File: src/hw/rtl/scmc_pkg.sv
// Package: types, constants and codes shared by the strip common-mode correction block.
package scmc_pkg;

   localparam int DETECTORS   = 16;
   localparam int STRIPS      = 640;
   localparam int CHUNK       = 32;
   localparam int ASIC_STRIPS = 64;

   localparam int DET_W   = 4;
   localparam int STRIP_W = 10;
   localparam int RAW_W   = 12;
   localparam int PED_W   = 16;
   localparam int SIG_W   = 12;
   localparam int COARSE_W = 17;
   localparam int FINE_W   = 18;
   localparam int SUM_W    = 23;
   localparam int CNT_W    = 6;
   localparam int POS_W    = $clog2(CHUNK);
   localparam int CAL_DEPTH = DETECTORS * STRIPS;
   localparam int CAL_AW    = $clog2(CAL_DEPTH);
   localparam int CAL_W     = PED_W + SIG_W + 1;

   localparam logic [SUM_W-1:0] SUM_MAX = {1'b0, {(SUM_W-1){1'b1}}};
   localparam logic [SUM_W-1:0] SUM_MIN = {1'b1, {(SUM_W-1){1'b0}}};

   localparam logic [3:0] CUT_RESET  = 4'd6;
   localparam logic [5:0] EDGE_RESET = 6'd3;

   localparam logic CMD_LOAD    = 1'b0;
   localparam logic CMD_PROCESS = 1'b1;

   localparam logic [0:0] REG_CUT_FACTOR  = 1'b0;
   localparam logic [0:0] REG_EDGE_STRIPS = 1'b1;

   // Sequencer states.
   typedef enum logic [2:0] {
      ST_IDLE,
      ST_LOOKUP,
      ST_ACCUM,
      ST_DIVIDE,
      ST_EMIT
   } state_type;

endpackage

File: src/hw/rtl/scmc_divider.sv
// Shared restoring divider: signed sum over unsigned count, truncated toward zero.
module scmc_divider (
   input  logic                           clock,
   input  logic                           reset,
   input  logic                           start,
   input  logic signed [scmc_pkg::SUM_W-1:0] dividend,
   input  logic        [scmc_pkg::CNT_W-1:0] divisor,
   output logic                           busy,
   output logic                           done,
   output logic signed [scmc_pkg::SUM_W-1:0] quotient
);
   import scmc_pkg::*;

   localparam int STEP_W = $clog2(SUM_W + 1);

   logic [SUM_W-1:0]  quo_ff, quo_in;
   logic [CNT_W:0]    rem_ff, rem_in;
   logic [CNT_W-1:0]  den_ff, den_in;
   logic              neg_ff, neg_in;
   logic [STEP_W-1:0] step_ff, step_in;
   logic              busy_ff, busy_in;
   logic              done_ff, done_in;
   logic [CNT_W+1:0]  trial;

   // One quotient bit per cycle.
   always_comb begin
      quo_in  = quo_ff;
      rem_in  = rem_ff;
      den_in  = den_ff;
      neg_in  = neg_ff;
      step_in = step_ff;
      busy_in = busy_ff;
      done_in = 1'b0;
      trial   = '0;
      if (start) begin
         neg_in  = dividend[SUM_W-1];
         quo_in  = dividend[SUM_W-1] ? (~dividend + 1'b1) : dividend;
         rem_in  = '0;
         den_in  = divisor;
         step_in = STEP_W'(SUM_W);
         busy_in = 1'b1;
      end else if (busy_ff) begin
         trial = {rem_ff, quo_ff[SUM_W-1]} - {2'b00, den_ff};
         if (!trial[CNT_W+1]) begin
            rem_in = trial[CNT_W:0];
            quo_in = {quo_ff[SUM_W-2:0], 1'b1};
         end else begin
            rem_in = {rem_ff[CNT_W-1:0], quo_ff[SUM_W-1]};
            quo_in = {quo_ff[SUM_W-2:0], 1'b0};
         end
         step_in = step_ff - 1'b1;
         if (step_ff == STEP_W'(1)) begin
            busy_in = 1'b0;
            done_in = 1'b1;
         end
      end
   end

   always_ff @(posedge clock) begin
      if (reset) begin
         busy_ff <= 1'b0;
         done_ff <= 1'b0;
         step_ff <= '0;
      end else begin
         busy_ff <= busy_in;
         done_ff <= done_in;
         step_ff <= step_in;
      end
      quo_ff <= quo_in;
      rem_ff <= rem_in;
      den_ff <= den_in;
      neg_ff <= neg_in;
   end

   assign busy     = busy_ff;
   assign done     = done_ff;
   assign quotient = neg_ff ? (~quo_ff + 1'b1) : quo_ff;

endmodule
File: config.mk
export PLATFORM = sky130hd
export DESIGN_NAME = scmc_divider
export DESIGN_NICKNAME = d
export VERILOG_FILES = /design/src/hw/rtl/scmc_pkg.sv /design/src/hw/rtl/scmc_divider.sv
export SDC_FILE = /design/constraint.sdc
export NUM_CORES = 1
export LEC_CHECK = 0
export BUFFER_PORTS_ARGS = -buffer_cell sky130_fd_sc_hd__buf_2
export CORE_AREA = 2 2 56 110
export DETAILED_ROUTE_END_ITERATION = 8
export DIE_AREA = 0 0 58 112
export PLACE_DENSITY = 0.84
export SLEW_MARGIN = 15
export SYNTH_ARGS = -nofsm -noshare
export SYNTH_HDL_FRONTEND = slang
export SYNTH_SLANG_ARGS = --single-unit
export TNS_END_PERCENT = 50
File: constraint.sdc
create_clock -name clock -period 3.15 [get_ports clock]
set_input_delay 0 -clock clock [delete_from_list [all_inputs] [get_ports clock]]
set_output_delay 0 -clock clock [all_outputs]
set_load 0.02 [all_outputs]
# Word level (Yosys, flattened, before mapping)
# Index checks and enable logic that the tools add are counted.
# word_totals
register_bits	44
inputBits	32
output_inout_bits	25
elab_cells	31
# classes
add_sub_neg	4
n_eq_ne	1
muxes	12
bitwise_logic	3
n_reduce_logical	3
# ops
op	count
2-to-1 mux 23 bit	4
adder 23 x 1 -> 23 bit (second input constant)	2
NOT 23 bit	2
2-to-1 mux 5 bit	2
subtractor 8 x 6 -> 8 bit	1
2-to-1 mux 7 bit	1
== test 5 x 1 -> 1 bit (second input constant)	1
2-to-1 mux 1 bit	5
subtractor 5 x 1 -> 5 bit (second input constant)	1
OR reduction 3 bit	1
nonzero test 2 bit	1
OR reduction 2 bit	1
NOT 1 bit	1

# Depth between registers and ports, before layout
# Gate-level depths: netlist of the first run.
# depth
word_depth	4
ltp_mapped	9
ltp_nobuf	9

# Least setup slack after synthesis of the first run
# OpenSTA, ideal clock, no wires.
# synth_timing
path_type	flip-flop to flip-flop
startpoint	register den_ff[4]
endpoint	register rem_ff[0]
arrival_time_ns	2.204
required_ns	3.064
setup_slack_ns	0.860
path_stages_with_launch	8
period_less_slack_ns	2.290
cell_sequence	edfxtp_1 > inv_1 > ha_1 > a21o_1 > a311o_1 > a211oi_4 > mux2_2 > a211oi_1
# synth_via
elab_chain_len	2
# synth_lines
item	line	text
from (decl)	scmc_divider.sv:18	logic [CNT_W-1:0] den_ff, den_in;
from (signal assigned)	scmc_divider.sv:71	den_ff <= den_in;
subtractor 8 x 6 -> 8 bit	scmc_divider.sv:43	trial = {rem_ff, quo_ff[SUM_W-1]} - {2'b00, den_ff};
2-to-1 mux 7 bit	scmc_divider.sv:44	if (!trial[CNT_W+1]) begin
to (signal assigned)	scmc_divider.sv:70	rem_ff <= rem_in;
to (decl)	scmc_divider.sv:17	logic [CNT_W:0] rem_ff, rem_in;
# Every way passes these cells.
# A chain may end at the register's enable or synchronous reset.

# Worst setup path after layout of the first run
# layout_timing
startpoint	register quo_ff[4]
endpoint	output port quotient[21] in the netlist's numbering
# layout_via
elab_chain_len	3
# layout_lines
item	line	text
from (decl)	scmc_divider.sv:16	logic [SUM_W-1:0] quo_ff, quo_in;
from (signal assigned)	scmc_divider.sv:69	quo_ff <= quo_in;
NOT 23 bit	scmc_divider.sv:77	assign quotient = neg_ff ? (~quo_ff + 1'b1) : quo_ff;
adder 23 x 1 -> 23 bit	scmc_divider.sv:77	
2-to-1 mux 23 bit	scmc_divider.sv:77	
to (decl)	scmc_divider.sv:10	output logic signed [scmc_pkg::SUM_W-1:0] quotient
# Every way passes these cells.

==> flow_summary_export.csv, run 1 <==
group,metric,value,unit
synthesis,synth_fa_ha_area_share,4.85,%
route,wl_per_cell,15.8,µm
clocking,h-tree-depth,2,
finish,drive_above_1_share,21.1,%
route,drc_errors,0,
synthesis,mappedNetlistArea,2990,µm²
synthesis,synth-main-ff-cell,"edfxtp_1",
synthesis,synth_area_leaders,"edfxtp_1 (30%), dfxtp_1 (9.4%), xnor2_1 (7.9%)",
synthesis,synthMuxAreaShare,5.06,%
synthesis,synth_top_area_cell,"edfxtp_1",
clocking,cts_resized,0,
clocking,cts.sinks,44,
placement,dp_hpwl,5360,µm
finish,fin_nets,421,
clocking,cts_hold_buffers,7,
hold_path,hp-start,"start",
timing,rsz0062_at_grt,"false",
synthesis,syn_nets,362,
floorplan,floorplan.initialDensity,52.9,%
clocking,insertion_delay,0.29,ns
timing,layout_min_cycle_time,2.57,ns
timing,finalHoldViolations,0,
clocking,cts_root_buf,"clkbuf_16",
finish,syn2layout_area_growth,17.6,%
hold_path,hold_end,"rem_ff[4]",
synthesis,ys_seq_area_share,39.5,%
run,cap_violations,0,
setup_path,startpoint_type,"flop",
route,final_antenna_net_count,0,
setup_path,rrSetupSlack,0.66,ns
setup_path,crit_required,3.15,ns
timing,hold_ws,0.0287,ns
setup_path,cpLargestDelayFamily,"simple AND/OR/NAND/NOR gates",
clocking,cts_tree,"yes",
synthesis,synth_edf_count,30,
finish,final_cell_count_no_fill,440,
timing,skew,0.00670,ns
finish,multi_input_area,1690,µm²
timing,setup_tns,0,ns
synthesis,yosysTopAreaCellShare,30.1,%
route,finalWirelength,6950,µm
clocking,cts.clk_slew.worst_paths,0.06,ns
finish,n_antenna_cell,0,
setup_path,r2r_cells,7,
synthesis,synth.avg_cell_area,9.38,µm²
placement,io_buffers,56,
setup_path,cp.buffers_inverters,1,
setup_path,cp_slowest_cell,"or4_1",
setup_path,critical_path_class,"reg -> out",
synthesis,synth_common_cells,"nor2_1 (38), edfxtp_1 (30), xnor2_1 (27)",
pwr,peakVddDrop,0.440,mV
timing,fmax,390,MHz
synthesis,synth_top_family_by_area,"simple AND/OR/NAND/NOR gates",
timing,tightest_slew,0.892,ns
synthesis,ys_types,46,
floorplan,die_h,112,µm
setup_path,cp.depth,6,
floorplan,io_pins,57,
synthesis,synth.most_common_cell,"nor2_1",
hold_path,hold_depth,4,
finish,fillers,467,
route,drt_iter0_drc,95,
route,avgViaCountPerCell,5.76,
hold_path,hp-class,"in -> reg",
setup_path,cp-end-kind,"primary output",
timing,setup_violations,0,
setup_path,critical_path_arrival,2.57,ns
grt,grt_antenna_before_repair,0,
synthesis,synth-seq-cells,44,
pwr,p_per_area,508,nW/µm²
setup_path,r2r-start,"den_ff[4]",
floorplan,die_w,58,µm
finish,ff_latch_area,1180,µm²
placement,dp_cells,425,
route,firstDrtPassIters,4,
grt,grt_start_max_net_pins,58,
timing,drv_slew,0,
grt,grt_usage,23.0,%
synthesis,synth_xor_area_share,14.0,%
setup_path,cp_max_fo,5,
setup_path,path_cells,"or4_1, nor2_1, nand3_1, o31ai_1, xnor2_1, buf_2",
grt,overflow,0,
setup_path,reg2reg_to,"rem_ff[0]",
synthesis,yosys.area_share.simple,16.6,%
clocking,cts_buffers,5,
timing,period_share,81.5,%
floorplan,die_area,6500,µm²
timing,relSlewSlack,40.5,%
placement,gp_congestion,0.922,
synthesis,yosys_warnings,0,
route,num_vias,2535,
setup_path,max_stage_delay,0.56,ns
synthesis,synthArstFlopShare,0,%
floorplan,coreArea,5660,µm²
outcome,status,"finished clean",
synthesis,synth_compound_area_share,16.0,%
floorplan,num_rows,39,
grt,grt_pass1_wl,11500,µm
pwr,p_leak,1.39,nW
grt,grt_pass1_vias,2562,
clocking,postCtsSetupRepairBufs,0,
clocking,clockBufferDepth,2,
synthesis,syn_inst,319,
-- worst min-delay path, stage by stage --
cell     delay (ns)
buf_2          0.09
nor2_1         0.06
nand2_1        0.06
o21ai_0        0.07
-- sequential cells by signal, indices dropped and copies added, names as in the netlist --
register  flops
rem_ff        7
neg_ff        1
done          1
step_ff       5
quo_ff       23
den_ff        6
busy          1
-- layer usage --
layer | up-vias | share of wire [%] | GRT usage, % | wire length (µm)
met5 | - | 0 | 0 | 0
li1 | 1264 | - | - | -
met2 | 58 | 58 | 43.4 | 4050
met3 | 19 | 2.7 | 3.95 | 189
met1 | 1194 | 36 | 22.3 | 2470
met4 | 0 | 3.5 | 12.1 | 242
-- layout make-up --
type                       instances  area share (%)
multi-input combinational        244            48.1
clock inverter                     2           0.320
clock buffer                       6            3.66
tap                               61            2.17
inverter                          19            2.03
timing repair buffer              64            10.2
sequential                        44            33.6
-- report_power, final --
group          switching (mW)  total [mW]  internal [mW]
logic                   0.304       0.522          0.218
clock network           0.211       0.504          0.293
registers              0.0693       0.761          0.691
total                   0.584        1.79           1.20
-- how the worst max path moves through the flow --
stage | start | endpoint | slack, ns
finish | quo_ff[4] | quotient[21] | 0.58
global route | quo_ff[4] | quotient[19] | 0.41
CTS | quo_ff[4] | quotient[21] | 0.63
detailed placement | den_ff[4] | rem_ff[0] | 0.65
global placement | den_ff[4] | rem_ff[0] | 0.74
floorplan | den_ff[4] | rem_ff[0] | 0.86
-- stage by stage --
step	instance area [µm²]	utilization (%)	worst slack, ns	total power, mW
2_1_floorplan	2990	-	0.860	1.12
3_3_place_gp	3310	58.4	0.740	1.27
3_5_place_dp	3310	58.4	0.646	1.29
4_1_cts	3520	62.2	0.633	1.79
5_1_grt	3520	62.2	0.411	1.87
6_report	3520	62.2	0.583	1.79
-- cells by family after synthesis --
| logic type | Yosys count |
|---|---|
| buf+inv | 31 |
| flops | 44 |
| xor+xnor | 48 |
| simple gates | 102 |
| fa+ha+maj | 11 |
| compound gates | 69 |
| mux | 14 |
-- cells in the final DEF (no fill, tap or decap), types with 7 or more instances in the layout --
master / netlist / final
buf_2: 0 / 56
dlygate4sd3_1: 0 / 7
mux2_2: 9 / 9
nor2_1: 38 / 38
o31ai_1: 17 / 17
nor3_1: 8 / 8
inv_1: 19 / 19
xnor2_1: 27 / 27
o21ai_0: 15 / 15
nand2_1: 22 / 22
xor2_1: 21 / 21
a21oi_1: 18 / 18
edfxtp_1: 30 / 30
ha_1: 10 / 10
dfxtp_1: 14 / 14
(Power assumes the default switching activity.)
==> inputs of run 2 (changes only) <==
--- a/config.mk
+++ b/config.mk
@@ -5,10 +5,11 @@
 export SDC_FILE = /design/constraint.sdc
 export NUM_CORES = 1
 export LEC_CHECK = 0
+export ABC_AREA = 1
 export BUFFER_PORTS_ARGS = -buffer_cell sky130_fd_sc_hd__buf_2
-export CORE_AREA = 2 2 56 110
+export CORE_AREA = 2 2 58 115
 export DETAILED_ROUTE_END_ITERATION = 8
-export DIE_AREA = 0 0 58 112
+export DIE_AREA = 0 0 60 117
 export PLACE_DENSITY = 0.84
 export SLEW_MARGIN = 15
 export SYNTH_ARGS = -nofsm -noshare
==> constraint.sdc (replaced) <==
create_clock -name clock -period 2.4 [get_ports clock]
set_input_delay 0 -clock clock [delete_from_list [all_inputs] [get_ports clock]]
set_output_delay 0 -clock clock [all_outputs]
set_load 0.02 [all_outputs]
==> flow_summary_export.csv, run 2 <==
group,metric,value,unit
synthesis,synth_top_area_cell,"edfxtp_1",
pwr,combPwrFrac,34.2,%
route,num_vias,3196,
pwr,switching_share,35.2,%
clocking,cts_tree,"yes",
grt,overflow,0,
synthesis,syn_inst,469,
floorplan,die_w,60,µm
grt,grt_antenna_before_repair,0,
timing,layout_min_cycle_time,1.97,ns
pwr,p_per_area,650,nW/µm²
timing,hold_ws,0.0431,ns
floorplan,io_pins,57,
floorplan,num_rows,41,
timing,rsz0062_at_grt,"false",
clocking,cts_buffers,5,
finish,final_cell_count_no_fill,619,
floorplan,die_h,117,µm
clocking,h-tree-depth,2,
synthesis,synth.most_common_cell,"nand2_1",
placement,io_buffers,56,
run,cap_violations,0,
finish,layout_commonest_cell,"nand2_1",
clocking,insertion_delay,0.29,ns
pwr,p_leak,1.90,nW
grt,grt_pass1_wl,12600,µm
route,final_antenna_net_count,0,
setup_path,cp_max_fo,20,
pwr,p_switching,0.894,mW
route,finalWirelength,7470,µm
synthesis,mappedNetlistArea,3320,µm²
finish,n_antenna_cell,0,
placement,dp_cells,604,
synthesis,ys_types,36,
finish,final_area,3900,µm²
synthesis,synth-seq-cells,44,
grt,grt_start_max_net_pins,31,
placement,gp_congestion,0.890,
setup_path,critical_path_arrival,1.97,ns
clocking,cts_resized,0,
synthesis,synth_common_cells,"nand2_1 (121), inv_1 (66), nand3_1 (54)",
route,drt_iter0_drc,261,
clocking,postCtsSetupRepairBufs,0,
timing,setup_violations,0,
synthesis,synth.avg_cell_area,7.08,µm²
finish,drive_above_1_share,15.2,%
setup_path,startpoint_type,"flop",
pwr,internal-power,1.64,mW
pwr,p_clk_share,26.8,%
timing,relSlewSlack,60.4,%
timing,setup_tns,0,ns
synthesis,ys_seq_area_share,35.6,%
timing,skew,0.00645,ns
pwr,seq_power_share,39.0,%
finish,largest_register,"quo_ff",
hold_path,hp-class,"in -> reg",
clocking,cts_hold_buffers,7,
timing,period_share,81.9,%
finish,utilization,62.8,%
floorplan,die_area,7020,µm²
route,wl_per_cell,12.1,µm
finish,fin_nets,575,
timing,drv_slew,0,
finish,most-common-layout-cells,"nand2_1 (121), inv_1 (66), buf_2 (56)",
finish,largest_register_ffs,23,
grt,grt_usage,23.1,%
pwr,peakVddDrop,0.383,mV
setup_path,crit_required,2.40,ns
placement,post_dp_cell_area,3680,µm²
clocking,cts_root_buf,"clkbuf_16",
floorplan,floorplan.initialDensity,53.5,%
timing,tightest_slew,0.592,ns
setup_path,critical_path_class,"reg -> out",
route,avgViaCountPerCell,5.16,
synthesis,syn_nets,512,
floorplan,coreArea,6210,µm²
setup_path,cp-end-kind,"primary output",
outcome,status,"finished clean",
placement,dp_hpwl,5710,µm
synthesis,synth-main-ff-cell,"edfxtp_1",
synthesis,synth_area_leaders,"edfxtp_1 (27%), nand2_1 (14%), dfxtp_1 (8.4%)",
synthesis,yosys_warnings,0,
timing,fmax,509,MHz
finish,ff_latch_area,1180,µm²
finish,fillers,555,
setup_path,rrSetupSlack,0.57,ns
grt,grt_pass1_vias,2872,
clocking,cts.clk_slew.worst_paths,0.06,ns
synthesis,synth_edf_count,30,
route,firstDrtPassIters,7,
clocking,clockBufferDepth,2,
finish,top_regs,"quo_ff: 23 flops, rem_ff: 7 flops, den_ff: 6 flops",
finish,multi_input_area,1830,µm²
clocking,cts.sinks,44,
timing,finalHoldViolations,0,
synthesis,yosysTopAreaCellShare,27.1,%
route,drc_errors,0,
synthesis,synthArstFlopShare,0,%
finish,syn2layout_area_growth,17.5,%
-- run 2: cell count changes after synthesis, sizes merged, moves of 8 or more --
cell and change:
a21oi -8, inv +49, mux2 -9, nand2 +105, nand3 +51, o21ai +18
o31ai -15, xnor2 -20
-- run 2: logic make-up (layout without fill, tap and decap cells) --
group / Yosys count / in the layout / share of synthesized area, %
buffers and inverters: 79 / 143 / 9.28
adders and majority gates: 11 / 11 / 4.37
xor gates and xnor gates: 27 / 27 / 7.13
AOI/OAI and AO/OA: 51 / 51 / 8.52
DFF: 44 / 44 / 35.6
and+or+nand+nor: 257 / 257 / 35.1
-- run 2: power groups by stage --
stage	clock [mW]	combinational, mW	sequential, mW
floorplan	0	0.639	0.980
global placement	0	0.829	0.999
detailed placement	0	0.847	1.00
CTS	0.688	0.862	0.988
global route	0.711	0.971	1.00
finish	0.680	0.867	0.990
-- run 2: cell type report --
type / count / share of cell area (%)
Clock buffer: 8 / 3.75
Inverter: 68 / 6.54
Multi-Input combinational cell: 346 / 46.9
Sequential cell: 44 / 30.3
Tap cell: 86 / 2.76
Timing Repair Buffer: 67 / 9.75
-- run 2: worst max-delay path, stage by stage, from the launching register on --
cell      delay, ns
edfxtp_1       0.72
inv_1          0.28
or2_2          0.37
xor2_1         0.13
buf_2          0.18
-- run 2: final timing paths --
kind,to,start,depth (start not counted)
setup / recovery,quotient[5],neg_ff,4
hold / removal,den_ff[1],start,1
setup reg to reg,rem_ff[4],quo_ff[22],10
hold reg to reg,rem_ff[4],rem_ff[4],2
-- run 2: metrics by stage --
stage,power (mW),setup WS (ns)
6_report,2.54,0.435
5_1_grt,2.68,0.241
4_1_cts,2.54,0.426
3_5_place_dp,1.85,0.595
3_3_place_gp,1.83,0.566
2_1_floorplan,1.62,0.775
-- run 2: routing by layer --
layer  global-route usage (%)  wire, µm  part of all wire [%]
met1                     30.6      3370                    45
met2                     37.5      3520                    47
met3                     2.97       381                   5.1
met4                     9.19       202                   2.7
met5                        0         0                     0
==> inputs of run 3 (changes only) <==
--- a/config.mk
+++ b/config.mk
@@ -7,10 +7,10 @@
 export LEC_CHECK = 0
 export ABC_AREA = 1
 export BUFFER_PORTS_ARGS = -buffer_cell sky130_fd_sc_hd__buf_2
-export CORE_AREA = 2 2 58 115
+export CORE_AREA = 2 2 61 120
 export DETAILED_ROUTE_END_ITERATION = 8
-export DIE_AREA = 0 0 60 117
-export PLACE_DENSITY = 0.84
+export DIE_AREA = 0 0 63 122
+export PLACE_DENSITY = 0.81
 export SLEW_MARGIN = 15
 export SYNTH_ARGS = -nofsm -noshare
 export SYNTH_HDL_FRONTEND = slang
==> constraint.sdc (replaced) <==
create_clock -name clock -period 1.6 [get_ports clock]
set_input_delay 0 -clock clock [delete_from_list [all_inputs] [get_ports clock]]
set_output_delay 0 -clock clock [all_outputs]
set_load 0.02 [all_outputs]
==> flow_summary_export.csv, run 3 (synthesized netlist as in run 2, its figures left out) <==
group,metric,value,unit
finish,largest_register,"quo_ff",
clocking,cts_root_buf,"clkbuf_16",
setup_path,startpoint_type,"flop",
grt,grt_antenna_before_repair,0,
clocking,cts_tree,"yes",
pwr,p_leak,2.19,nW
timing,rsz0062_at_grt,"true",
route,firstDrtPassIters,5,
clocking,cts.clk_slew.worst_paths,0.06,ns
setup_path,cp-end-kind,"primary output",
grt,grt_pass1_vias,3028,
setup_path,cp_max_fo,3,
placement,dp_slack,-0.0882,ns
route,finalWirelength,8480,µm
placement,io_buffers,56,
route,avgViaCountPerCell,5.18,
clocking,cts.sinks,44,
clocking,h-tree-depth,2,
finish,final_cell_count_no_fill,654,
floorplan,die_w,63,µm
pwr,p_per_area,974,nW/µm²
finish,layout_commonest_cell,"nand2_1",
placement,dp_cells,630,
clocking,cts_buffers,5,
outcome,violations,"negative setup slack",
timing,skew,0.00775,ns
finish,n_antenna_cell,0,
route,drc_errors,0,
finish,fillers,544,
placement,gp_congestion,0.864,
setup_path,crit_required,1.60,ns
route,wl_per_cell,13.0,µm
finish,syn2layout_area_growth,38.5,%
route,drt_iter0_drc,299,
floorplan,io_pins,57,
timing,hold_ws,0.0906,ns
grt,grt_start_max_net_pins,25,
grt,grt_usage,21.8,%
clocking,insertion_delay,0.29,ns
finish,fin_nets,606,
timing,setup_violations,26,
timing,drv_slew,0,
floorplan,coreArea,6830,µm²
floorplan,num_rows,43,
route,num_vias,3389,
pwr,peakVddDrop,0.756,mV
timing,fmax,556,MHz
hold_path,hp-class,"in -> reg",
timing,relSlewSlack,70.3,%
timing,setup_tns,-3.19,ns
grt,grt_pass1_wl,13400,µm
finish,most-common-layout-cells,"nand2_1 (103), inv_1 (53), buf_4 (44)",
timing,finalHoldViolations,0,
outcome,status,"finished with violations",
finish,drive_above_1_share,32.3,%
route,final_antenna_net_count,0,
finish,top_regs,"quo_ff: 23 flops, rem_ff: 7 flops, den_ff: 6 flops",
placement,dp_hpwl,5880,µm
timing,period_share,112,%
setup_path,critical_path_arrival,1.80,ns
floorplan,die_area,7690,µm²
floorplan,floorplan.initialDensity,48.6,%
timing,layout_min_cycle_time,1.80,ns
clocking,clockBufferDepth,2,
grt,overflow,0,
floorplan,die_h,122,µm
finish,utilization,67.3,%
timing,tightest_slew,0.441,ns
finish,largest_register_ffs,23,
timing,setup_ws,-0.199,ns
setup_path,critical_path_class,"reg -> out",
run,cap_violations,0,
[run 3: cell count changes in the layout (fill, tap and decap cells not counted), moves of 10 or more]
| cell | before | now |
|---|---|---|
| inv_2 | 2 | 14 |
| buf_4 | 4 | 44 |
| inv_1 | 66 | 53 |
| nand2_1 | 121 | 103 |
| nand3_2 | 0 | 10 |
| buf_2 | 56 | 39 |
| nand2_2 | 3 | 16 |
| nand3_1 | 54 | 38 |
[run 3: path summary, 6_finish.rpt]
path	from	to	slack, ns	cells after the start
max	quo_ff[1]	quotient[20]	-0.20	11
min	dividend[0]	quo_ff[0]	0.09	3
max reg2reg	den_ff[4]	quo_ff[0]	-0.13	10
min reg2reg	step_ff[4]	step_ff[4]	0.47	2
[run 3: metrics by stage]
step                total power [mW]  cell area [µm²]
global route                    4.72             4600
global placement                2.91             3920
detailed placement              2.95             3920
floorplan                       2.45             3340
CTS                             4.18             4310
finish                          4.48             4600
[run 3: report_power, final]
part | switching, mW | internal, mW | leakage [nW]
logic | 1.09 | 0.831 | 1.69
clock network | 0.405 | 0.671 | 0.0790
registers | 0.109 | 1.37 | 0.420
total | 1.60 | 2.87 | 2.19
[run 3: per-layer routing]
layer	global-route usage (%)	vias to the layer above	wire length [µm]	part of all wire (%)
met2	36.0	112	4180	49
met4	7.50	0	112	1.3
met5	0	-	0	0
met1	29.2	1544	3760	44
met3	2.86	8	419	4.9
li1	-	1725	-	-
[run 3: cell type report]
class,count,area [µm²],share of cell area [%]
clock buffers,7,154,3.35
clock inverters,1,5.00,0.109
inverters,68,258,5.61
multi-input cells,346,2170,47.2
flip-flops and latches,44,1180,25.8
well taps,90,113,2.45
repair buffers,98,712,15.5
[run 3: worst max-delay path: stages (launching register included)]
cell and delay (ns):
edfxtp_1 0.42, inv_2 0.10, ha_2 0.20, nand3_4 0.08, nor2_4 0.13, nand3_2 0.10, nand2_2 0.09, nand2_2 0.07
nor2_1 0.08, nand2_1 0.06, nand2_1 0.08, buf_6 0.11
[run 3: timing repair]
action | CTS | global route
endpoints found under the setup margin | 26 | 51
resized for setup | 46 | 62
pin swaps | 9 | 25
endpoints found under the hold margin | 8 | 0
setup buffers | 3 | 6
hold buffers | 7 | 0
